$ cat config.mk
export PLATFORM = sky130hd
export DESIGN_NAME = indexed_sprite_blitter
export DESIGN_NICKNAME = d
export VERILOG_FILES = /design/src/hw/rtl/isb_pkg.sv /design/src/hw/rtl/isb_front.sv /design/src/hw/rtl/isb_modulo.sv /design/src/hw/rtl/isb_back.sv /design/src/hw/rtl/indexed_sprite_blitter.sv
export SDC_FILE = /design/constraint.sdc
export NUM_CORES = 1
export LEC_CHECK = 0
export ABC_AREA = 1
export BUFFER_PORTS_ARGS = -buffer_cell sky130_fd_sc_hd__buf_2
export CORE_UTILIZATION = 48
export CTS_CLUSTER_SIZE = 25
export DETAILED_ROUTE_END_ITERATION = 10
export PLACE_DENSITY_LB_ADDON = 0.2
export SETUP_SLACK_MARGIN = 0.2
export SYNTH_ARGS = -nofsm -noshare
export SYNTH_HDL_FRONTEND = slang
export SYNTH_SLANG_ARGS = --single-unit
$ cat constraint.sdc
create_clock -name i_clk -period 4.1 [get_ports i_clk]
set_input_delay 0.615 -clock i_clk [delete_from_list [all_inputs] [get_ports i_clk]]
set_output_delay 0.615 -clock i_clk [all_outputs]
set_load 0.01 [all_outputs]
$ cat src/hw/rtl/isb_pkg.sv
// Types, constants and the color palette of the indexed sprite blitter.
`default_nettype none

package isb_pkg;

    localparam int BUF_W_DEF = 80;
    localparam int BUF_H_DEF = 64;

    localparam int ADDR_W  = 13;
    localparam int COLOR_W = 16;
    localparam int FRAME_W = 8;
    localparam int POS_W   = 9;
    localparam int SIZE_W  = 8;
    localparam int IDX_W   = 4;
    localparam int DONE_W  = 16;
    localparam int CFG_W   = 9;
    localparam int REG_W   = 3;

    typedef enum logic [REG_W-1:0] {
        REG_DEST_X     = 3'd0,
        REG_DEST_Y     = 3'd1,
        REG_WIDTH      = 3'd2,
        REG_HEIGHT     = 3'd3,
        REG_TRANSP     = 3'd4,
        REG_SKIP       = 3'd5,
        REG_FRAME_CNT  = 3'd6,
        REG_FRAME_SEL  = 3'd7
    } t_reg_idx;

    localparam logic [IDX_W-1:0]   SKIP_RST      = 4'd11;
    localparam logic [FRAME_W-1:0] FRAME_CNT_RST = 8'd1;

    typedef struct packed {
        logic [POS_W-1:0]   dest_x;
        logic [POS_W-1:0]   dest_y;
        logic [SIZE_W-1:0]  width;
        logic [SIZE_W-1:0]  height;
        logic [IDX_W-1:0]   transp;
        logic [IDX_W-1:0]   skip;
        logic [FRAME_W-1:0] frame_cnt;
        logic [FRAME_W-1:0] frame_sel;
    } t_cfg;

    typedef struct packed {
        logic       empty;
        logic [7:0] data;
    } t_qent;

    typedef struct packed {
        logic               valid;
        logic               empty;
        logic [7:0]         data;
    } t_qhead;

    typedef struct packed {
        logic [ADDR_W-1:0]  addr;
        logic [COLOR_W-1:0] color;
        logic               we;
        logic               last;
        logic [FRAME_W-1:0] next_frame;
    } t_pix;

    function automatic logic [COLOR_W-1:0] palette(input logic [IDX_W-1:0] idx);
        logic [COLOR_W-1:0] c;
        case (idx)
            4'd0:    c = 16'h0000;
            4'd1:    c = 16'h5143;
            4'd2:    c = 16'h512F;
            4'd3:    c = 16'h5420;
            4'd4:    c = 16'h3295;
            4'd5:    c = 16'h4AAB;
            4'd6:    c = 16'hC618;
            4'd7:    c = 16'hEF9F;
            4'd8:    c = 16'h481F;
            4'd9:    c = 16'h051F;
            4'd10:   c = 16'h277F;
            4'd11:   c = 16'h3720;
            4'd12:   c = 16'hFD65;
            4'd13:   c = 16'h9BB0;
            4'd14:   c = 16'hABBF;
            default: c = 16'hAE7F;
        endcase
        return c;
    endfunction

endpackage

`default_nettype wire

$ cat src/hw/rtl/isb_front.sv
// Input side: accepts bytes, marks those that meet an empty image, and queues them.
`default_nettype none

module isb_front
    import isb_pkg::*;
(
    input  wire logic        i_clk,
    input  wire logic        i_rst_n,
    input  wire logic        i_s_tvalid,
    output logic             o_s_tready,
    input  wire logic [7:0]  i_s_tdata,
    input  wire t_cfg        i_cfg,
    input  wire logic        i_pop,
    output t_qhead           o_head
);

    t_qent      r_mem [2];
    logic       r_wr;
    logic       r_rd;
    logic [1:0] r_cnt;
    logic [1:0] n_cnt;
    logic       w_push;
    logic       w_pop;

    assign o_s_tready = (r_cnt != 2'd2);
    assign w_push     = i_s_tvalid && o_s_tready;
    assign w_pop      = i_pop && (r_cnt != 2'd0);

    always_comb begin
        n_cnt = r_cnt;
        if (w_push && !w_pop) begin
            n_cnt = r_cnt + 2'd1;
        end else if (w_pop && !w_push) begin
            n_cnt = r_cnt - 2'd1;
        end
    end

    always_ff @(posedge i_clk) begin
        if (!i_rst_n) begin
            r_wr  <= 1'b0;
            r_rd  <= 1'b0;
            r_cnt <= 2'd0;
        end else begin
            r_cnt <= n_cnt;
            if (w_push) begin
                r_wr <= ~r_wr;
            end
            if (w_pop) begin
                r_rd <= ~r_rd;
            end
        end
    end

    always_ff @(posedge i_clk) begin
        if (w_push) begin
            r_mem[r_wr].empty <= (i_cfg.width == '0) || (i_cfg.height == '0);
            r_mem[r_wr].data  <= i_s_tdata;
        end
    end

    assign o_head.valid = (r_cnt != 2'd0);
    assign o_head.empty = r_mem[r_rd].empty;
    assign o_head.data  = r_mem[r_rd].data;

endmodule

`default_nettype wire

$ cat src/hw/rtl/isb_modulo.sv
// Bit-serial remainder unit for the next animation frame number.
`default_nettype none

module isb_modulo
    import isb_pkg::*;
(
    input  wire logic               i_clk,
    input  wire logic               i_rst_n,
    input  wire logic               i_start,
    input  wire logic [FRAME_W:0]   i_dividend,
    input  wire logic [FRAME_W-1:0] i_divisor,
    output logic                    o_busy,
    output logic [FRAME_W-1:0]      o_rem
);

    localparam int STEPS = FRAME_W + 1;
    localparam int CNT_W = $clog2(STEPS + 1);

    logic [CNT_W-1:0]   r_cnt;
    logic [FRAME_W:0]   r_num;
    logic [FRAME_W-1:0] r_rem;
    logic [FRAME_W:0]   w_trial;
    logic [FRAME_W:0]   w_diff;

    assign w_trial = {r_rem, r_num[FRAME_W]};
    assign w_diff  = w_trial - {1'b0, i_divisor};

    always_ff @(posedge i_clk) begin
        if (!i_rst_n) begin
            r_cnt <= '0;
        end else if (i_start) begin
            r_cnt <= CNT_W'(STEPS);
        end else if (r_cnt != '0) begin
            r_cnt <= r_cnt - CNT_W'(1);
        end
    end

    always_ff @(posedge i_clk) begin
        if (i_start) begin
            r_num <= i_dividend;
            r_rem <= '0;
        end else if (r_cnt != '0) begin
            r_num <= {r_num[FRAME_W-1:0], 1'b0};
            if (w_trial >= {1'b0, i_divisor}) begin
                r_rem <= w_diff[FRAME_W-1:0];
            end else begin
                r_rem <= w_trial[FRAME_W-1:0];
            end
        end
    end

    assign o_busy = (r_cnt != '0);
    assign o_rem  = r_rem;

endmodule

`default_nettype wire

$ cat src/hw/rtl/isb_back.sv
// Pixel side: walks the image position, builds one pixel result a cycle unless held or stalled, holds it for output.
`default_nettype none

module isb_back
    import isb_pkg::*;
#(
    parameter int BUFFER_WIDTH  = BUF_W_DEF,
    parameter int BUFFER_HEIGHT = BUF_H_DEF
)
(
    input  wire logic               i_clk,
    input  wire logic               i_rst_n,
    input  wire t_cfg               i_cfg,
    input  wire logic               i_hold,
    input  wire logic [FRAME_W-1:0] i_frame_rem,
    input  wire t_qhead             i_head,
    output logic                    o_pop,
    output logic                    o_valid,
    input  wire logic               i_ready,
    output t_pix                    o_pix
);

    localparam logic signed [11:0] BW_S  = 12'(BUFFER_WIDTH);
    localparam logic signed [11:0] BH_S  = 12'(BUFFER_HEIGHT);
    localparam logic [ADDR_W-1:0]  BW_A  = ADDR_W'(BUFFER_WIDTH);

    logic [SIZE_W-1:0]   r_col;
    logic [SIZE_W-1:0]   r_row;
    logic [DONE_W-1:0]   r_done;
    logic                r_lo;
    logic [DONE_W-1:0]   r_total;
    logic                r_valid;
    t_pix                r_pix;

    logic                w_can_load;
    logic                w_step;
    logic                w_emit;
    logic [IDX_W-1:0]    w_idx;
    logic signed [10:0]  w_px;
    logic signed [10:0]  w_py;
    logic                w_inside;
    logic                w_we;
    logic                w_last;
    logic [ADDR_W-1:0]   w_addr;
    logic [FRAME_W-1:0]  w_nf;
    logic [SIZE_W:0]     w_col_inc;
    t_pix                w_pix;

    assign w_can_load = !r_valid || i_ready;
    assign w_step     = i_head.valid && !i_hold && (i_head.empty || w_can_load);
    assign w_emit     = w_step && !i_head.empty;

    assign w_idx = r_lo ? i_head.data[3:0] : i_head.data[7:4];
    assign w_px  = {{2{i_cfg.dest_x[POS_W-1]}}, i_cfg.dest_x} + $signed({3'b000, r_col});
    assign w_py  = {{2{i_cfg.dest_y[POS_W-1]}}, i_cfg.dest_y} + $signed({3'b000, r_row});

    assign w_inside = !w_px[10] && !w_py[10]
                   && ($signed({w_px[10], w_px}) < BW_S)
                   && ($signed({w_py[10], w_py}) < BH_S);
    assign w_we     = w_inside && (w_idx != i_cfg.transp) && (w_idx != i_cfg.skip);
    assign w_last   = ({1'b0, r_done} + 17'd1) >= {1'b0, r_total};
    assign w_addr   = ({2'b00, w_py[10:0]} * BW_A) + {2'b00, w_px[10:0]};
    assign w_col_inc = {1'b0, r_col} + 9'd1;

    always_comb begin
        w_nf = '0;
        if (w_last) begin
            w_nf = (i_cfg.frame_cnt > FRAME_W'(1)) ? i_frame_rem : i_cfg.frame_sel;
        end
        w_pix.addr       = w_we ? w_addr : '0;
        w_pix.color      = palette(w_idx);
        w_pix.we         = w_we;
        w_pix.last       = w_last;
        w_pix.next_frame = w_nf;
    end

    assign o_pop = w_step && (i_head.empty || r_lo || w_last);

    always_ff @(posedge i_clk) begin
        r_total <= DONE_W'(i_cfg.width) * DONE_W'(i_cfg.height);
    end

    always_ff @(posedge i_clk) begin
        if (!i_rst_n) begin
            r_col   <= '0;
            r_row   <= '0;
            r_done  <= '0;
            r_lo    <= 1'b0;
            r_valid <= 1'b0;
        end else begin
            if (w_can_load) begin
                r_valid <= w_emit;
            end
            if (w_step) begin
                if (i_head.empty || w_last) begin
                    r_col  <= '0;
                    r_row  <= '0;
                    r_done <= '0;
                    r_lo   <= 1'b0;
                end else begin
                    r_done <= r_done + DONE_W'(1);
                    r_lo   <= ~r_lo;
                    if (w_col_inc >= {1'b0, i_cfg.width}) begin
                        r_col <= '0;
                        r_row <= r_row + SIZE_W'(1);
                    end else begin
                        r_col <= w_col_inc[SIZE_W-1:0];
                    end
                end
            end
        end
    end

    always_ff @(posedge i_clk) begin
        if (w_emit) begin
            r_pix <= w_pix;
        end
    end

    assign o_valid = r_valid;
    assign o_pix   = r_pix;

endmodule

`default_nettype wire

$ cat src/hw/rtl/indexed_sprite_blitter.sv
// Indexed sprite blitter: one byte of two 4-bit pixels in, one pixel result a cycle out
// while not held and the output is not stalled, so a byte is taken for every two results;
// the pixel path in the back end, which turns one nibble into one result each cycle, sets
// the rate. A two-entry queue sits between input and pixel path and lets further bytes be
// taken while a result waits in the output register. After any configuration write the
// pixel path holds while the frame-number remainder settles, one bit a cycle; bytes are still queued.
`default_nettype none

module indexed_sprite_blitter
    import isb_pkg::*;
#(
    parameter int BUFFER_WIDTH  = BUF_W_DEF,
    parameter int BUFFER_HEIGHT = BUF_H_DEF
)
(
    input  wire logic              i_clk,
    input  wire logic              i_rst_n,
    input  wire logic              i_s_tvalid,
    output logic                   o_s_tready,
    input  wire logic [7:0]        i_s_tdata,   // [7:0] data_byte
    output logic                   o_m_tvalid,
    input  wire logic              i_m_tready,
    output logic [39:0]            o_m_tdata,   // [12:0] pixel_address, [28:13] pixel_color,
                                                // [36:29] next_frame, [39:37] zero
    output logic                   o_m_tuser,   // [0] write_enable
    output logic                   o_m_tlast,   // last_pixel
    input  wire logic              i_cfg_we,
    input  wire logic [REG_W-1:0]  i_cfg_index,
    input  wire logic [CFG_W-1:0]  i_cfg_data
);

    t_cfg               r_cfg;
    logic               r_cfg_we_d;
    t_qhead             w_head;
    logic               w_pop;
    logic               w_rem_busy;
    logic [FRAME_W-1:0] w_rem;
    t_pix               w_pix;

    always_ff @(posedge i_clk) begin
        if (!i_rst_n) begin
            r_cfg.dest_x    <= '0;
            r_cfg.dest_y    <= '0;
            r_cfg.width     <= '0;
            r_cfg.height    <= '0;
            r_cfg.transp    <= '0;
            r_cfg.skip      <= SKIP_RST;
            r_cfg.frame_cnt <= FRAME_CNT_RST;
            r_cfg.frame_sel <= '0;
            r_cfg_we_d      <= 1'b0;
        end else begin
            r_cfg_we_d <= i_cfg_we;
            if (i_cfg_we) begin
                unique case (t_reg_idx'(i_cfg_index))
                    REG_DEST_X:    r_cfg.dest_x    <= i_cfg_data;
                    REG_DEST_Y:    r_cfg.dest_y    <= i_cfg_data;
                    REG_WIDTH:     r_cfg.width     <= i_cfg_data[SIZE_W-1:0];
                    REG_HEIGHT:    r_cfg.height    <= i_cfg_data[SIZE_W-1:0];
                    REG_TRANSP:    r_cfg.transp    <= i_cfg_data[IDX_W-1:0];
                    REG_SKIP:      r_cfg.skip      <= i_cfg_data[IDX_W-1:0];
                    REG_FRAME_CNT: r_cfg.frame_cnt <= i_cfg_data[FRAME_W-1:0];
                    REG_FRAME_SEL: r_cfg.frame_sel <= i_cfg_data[FRAME_W-1:0];
                    default: begin
                    end
                endcase
            end
        end
    end

    isb_front u_front (
        .i_clk      (i_clk),
        .i_rst_n    (i_rst_n),
        .i_s_tvalid (i_s_tvalid),
        .o_s_tready (o_s_tready),
        .i_s_tdata  (i_s_tdata),
        .i_cfg      (r_cfg),
        .i_pop      (w_pop),
        .o_head     (w_head)
    );

    isb_modulo u_modulo (
        .i_clk      (i_clk),
        .i_rst_n    (i_rst_n),
        .i_start    (r_cfg_we_d),
        .i_dividend ({1'b0, r_cfg.frame_sel} + 9'd1),
        .i_divisor  (r_cfg.frame_cnt),
        .o_busy     (w_rem_busy),
        .o_rem      (w_rem)
    );

    isb_back #(
        .BUFFER_WIDTH  (BUFFER_WIDTH),
        .BUFFER_HEIGHT (BUFFER_HEIGHT)
    ) u_back (
        .i_clk       (i_clk),
        .i_rst_n     (i_rst_n),
        .i_cfg       (r_cfg),
        .i_hold      (r_cfg_we_d || w_rem_busy),
        .i_frame_rem (w_rem),
        .i_head      (w_head),
        .o_pop       (w_pop),
        .o_valid     (o_m_tvalid),
        .i_ready     (i_m_tready),
        .o_pix       (w_pix)
    );

    assign o_m_tdata = {3'b000, w_pix.next_frame, w_pix.color, w_pix.addr};
    assign o_m_tuser = w_pix.we;
    assign o_m_tlast = w_pix.last;

endmodule

`default_nettype wire

==> metrics.txt <==
remaining antenna violation count=0; Detailed Route WL=28,900 um; Clock transition at path regs=0.08 ns; instance count of the mapped netlist=1,608; cell taking the most area after synthesis=dfxtp_1; Initial Util=0.488; Final Max Slew Viols=0; clock buffer depth=2; unrepaired setup endpoints after global routing=yes; antenna violations before repair=0; num ports=69; DPL Wire Length=21,300 um; synth top area cells=dfxtp_1 (20%), edfxtp_1 (16%), ha_1 (11%), nand2_1 (9.4%), inv_1 (8.4%); Lkg Pwr=7.10 nW; Crit Path Max Fanout=6; register share of total power=0.379; peak ir drop on the vdd network=0.000284 V; mean area per synthesized cell=7.86 sq um; total power=0.00648 W; area of the core=25,900 sq um; Arrival @ worst endpoint=4.21 ns; Initial DRC Count=629; drc violations=0; Clock Tree Root=clkbuf_16; DIE WIDTH=164 um; Yosys top cell area share=0.200; vias per inst=5.09; Hold Crit Class=in2reg; P&R area growth vs syn=13.3%; fin nets=1,867; maxcap violations=0; Worst setup EP type=flop; most frequent cells in the layout=nand2_1 (312), inv_1 (277), nor2_1 (171); first-pass GRT wire length=47,500 um; CTS HTree Levels=4; Cell Pwr Density=453 nW/um^2; ratio of cells with drive above 1 in the final layout=0.135; Total GRT Usage=0.223; Tcrit/Tclk final=0.947; drt pass-1 iters=6; CP Class=reg2reg; Setup crit start kind=flop; Vias=10,300; worst rel slew slack=0.442; # port buffers=65; CP required=4.43 ns; largest net degree at the start of global routing=41; Setup WS pre-CTS=-0.00263 ns; Post-Route Setup TNS=0 ns; GRT overflow=0; clock net sink count=192; skew final=0.0300 ns; Rows=59; Die Area=27,000 sq um; most common cell after layout, fill and taps aside=nand2_1; final worst-path setup slack=0.219 ns; Max Freq=0.258 GHz; vias in the first global route=9,882; power share of the clock group=0.266; worst slew pin tran=0.834 ns; status=completed; min cycle time layout=3.88 ns; area occupied by multi-input gates=7060 sq um; Diodes inserted=0; final hold vios=0; Routed WL per cell=14.2 um; FF/Latch Area=4530 sq um; synth warn=0; CTS tree=yes; Worst-Skew Late Latency=0.45 ns; Unique masters post-synth=52; combinational share of power=0.355; hold buffers post-CTS=0; Psw=0.00248 W; Syn Std Cell Area=12,600 sq um; # fillers=2,432; Net Sw Frac=0.383; die height=164 um; Hold WS=0.347 ns; Final Wtd Congestion=0.866; Setup violations, final=0; Num CTS Buffers=17; Cell Int Power=0.00400 W; share of the yosys chip area belonging to registers=0.356; Seq cells post-synth=192
[final timing paths]
| check | startpoint | end | slack, ns | cells after the start |
|---|---|---|---|---|
| max | r_cfg[37] | u_back.r_total[12] | 0.22 | 18 |
| min | i_s_tdata[0] | u_front.r_mem[0][0] | 0.35 | 1 |
| max reg2reg | r_cfg[37] | u_back.r_total[12] | 0.22 | 18 |
| min reg2reg | r_cfg[17] | r_cfg[17] | 0.48 | 2 |
[through the flow]
stage	instance area, sq um	utilization	std cells
finish	14300	0.553	2033
global route	14300	0.553	2033
CTS	14100	0.545	2026
detailed placement	13400	0.518	1988
global placement	13400	0.518	1988
floorplan	12700	-	1610
[repair_timing]
action                     4_1_cts  5_1_grt
setup buffers                    6        7
pin swaps                       14       37
gates cloned                     0        0
setup endpoints to repair        4       21
gates resized for setup         21       36
[routing by layer]
metal  vias up  wire, um  track usage
li1       5249         -            -
met1      4840     13400        0.298
met2       225     13800        0.379
met3        33      1400       0.0328
met4         0       331       0.0522
met5         -         0            0
[power by group through the flow]
stage | clock [W] | sequential [W] | combinational (W)
2_1_floorplan | 0 | 0.00247 | 0.00170
3_3_place_gp | 0 | 0.00249 | 0.00217
3_5_place_dp | 0 | 0.00250 | 0.00222
4_1_cts | 0.00176 | 0.00245 | 0.00223
5_1_grt | 0.00182 | 0.00248 | 0.00263
6_report | 0.00172 | 0.00245 | 0.00230
[critical path: stages, from the launching register on]
cell and delay (ns):
dfxtp_4 0.37, nand2_2 0.06, inv_2 0.04, fa_1 0.52
inv_1 0.05, fa_1 0.51, inv_2 0.04, fa_1 0.49
inv_2 0.04, fa_1 0.52, inv_2 0.05, ha_4 0.24
a21oi_2 0.15, o21ai_2 0.08, a21oi_2 0.13, inv_1 0.06
a211oi_2 0.20, nor2_1 0.07, xor2_1 0.14
[logic make-up after synthesis]
kind of cell | after synthesis | synth area share
compound gates | 232 | 0.0995
other cells | 1 | 0.000297
simple gates | 611 | 0.206
buf+inv | 339 | 0.105
xor+xnor | 76 | 0.0533
flops | 192 | 0.356
fa+ha+maj | 157 | 0.180
[area by class of cell]
type | count | area share
clock buffers | 18 | 0.0300
clock inverters | 14 | 0.0118
inverters | 291 | 0.0766
multi-input cells | 1079 | 0.493
flip-flops and latches | 192 | 0.316
well taps | 335 | 0.0293
repair buffers | 104 | 0.0434
[flip-flops by register name (all words and copies together) (netlist names), 8 cells and up, named ones only]
name and count:
u_modulo.o_rem 8, u_back.o_pix 39, u_back.r_total 16, u_back.r_row 8, u_back.r_col 8, u_back.r_done 16
r_cfg 58, u_front.r_mem 18, u_modulo.r_num 9
[Yosys cell counts, drive strengths merged]
cell     number
nand2       323
inv         290
nor2        181
dfxtp       126
ha          116
o21ai       102
a21oi       101
edfxtp       66
nand3        62
xor2         53
fa           41
clkbuf       34
xnor2        23
nand4        19
buf          14
nor3         13
o211ai        6
a21o          4
a31oi         4
nor4          4
o2111ai       4
nand3b        3
o21a          3
or2           3
a211oi        2
nor3b         2
o221ai        2
a22oi         1
clkinv        1
conb          1
o21bai        1
o311ai        1
o41ai         1
or3           1
Power figures use the tool's default switching activity.
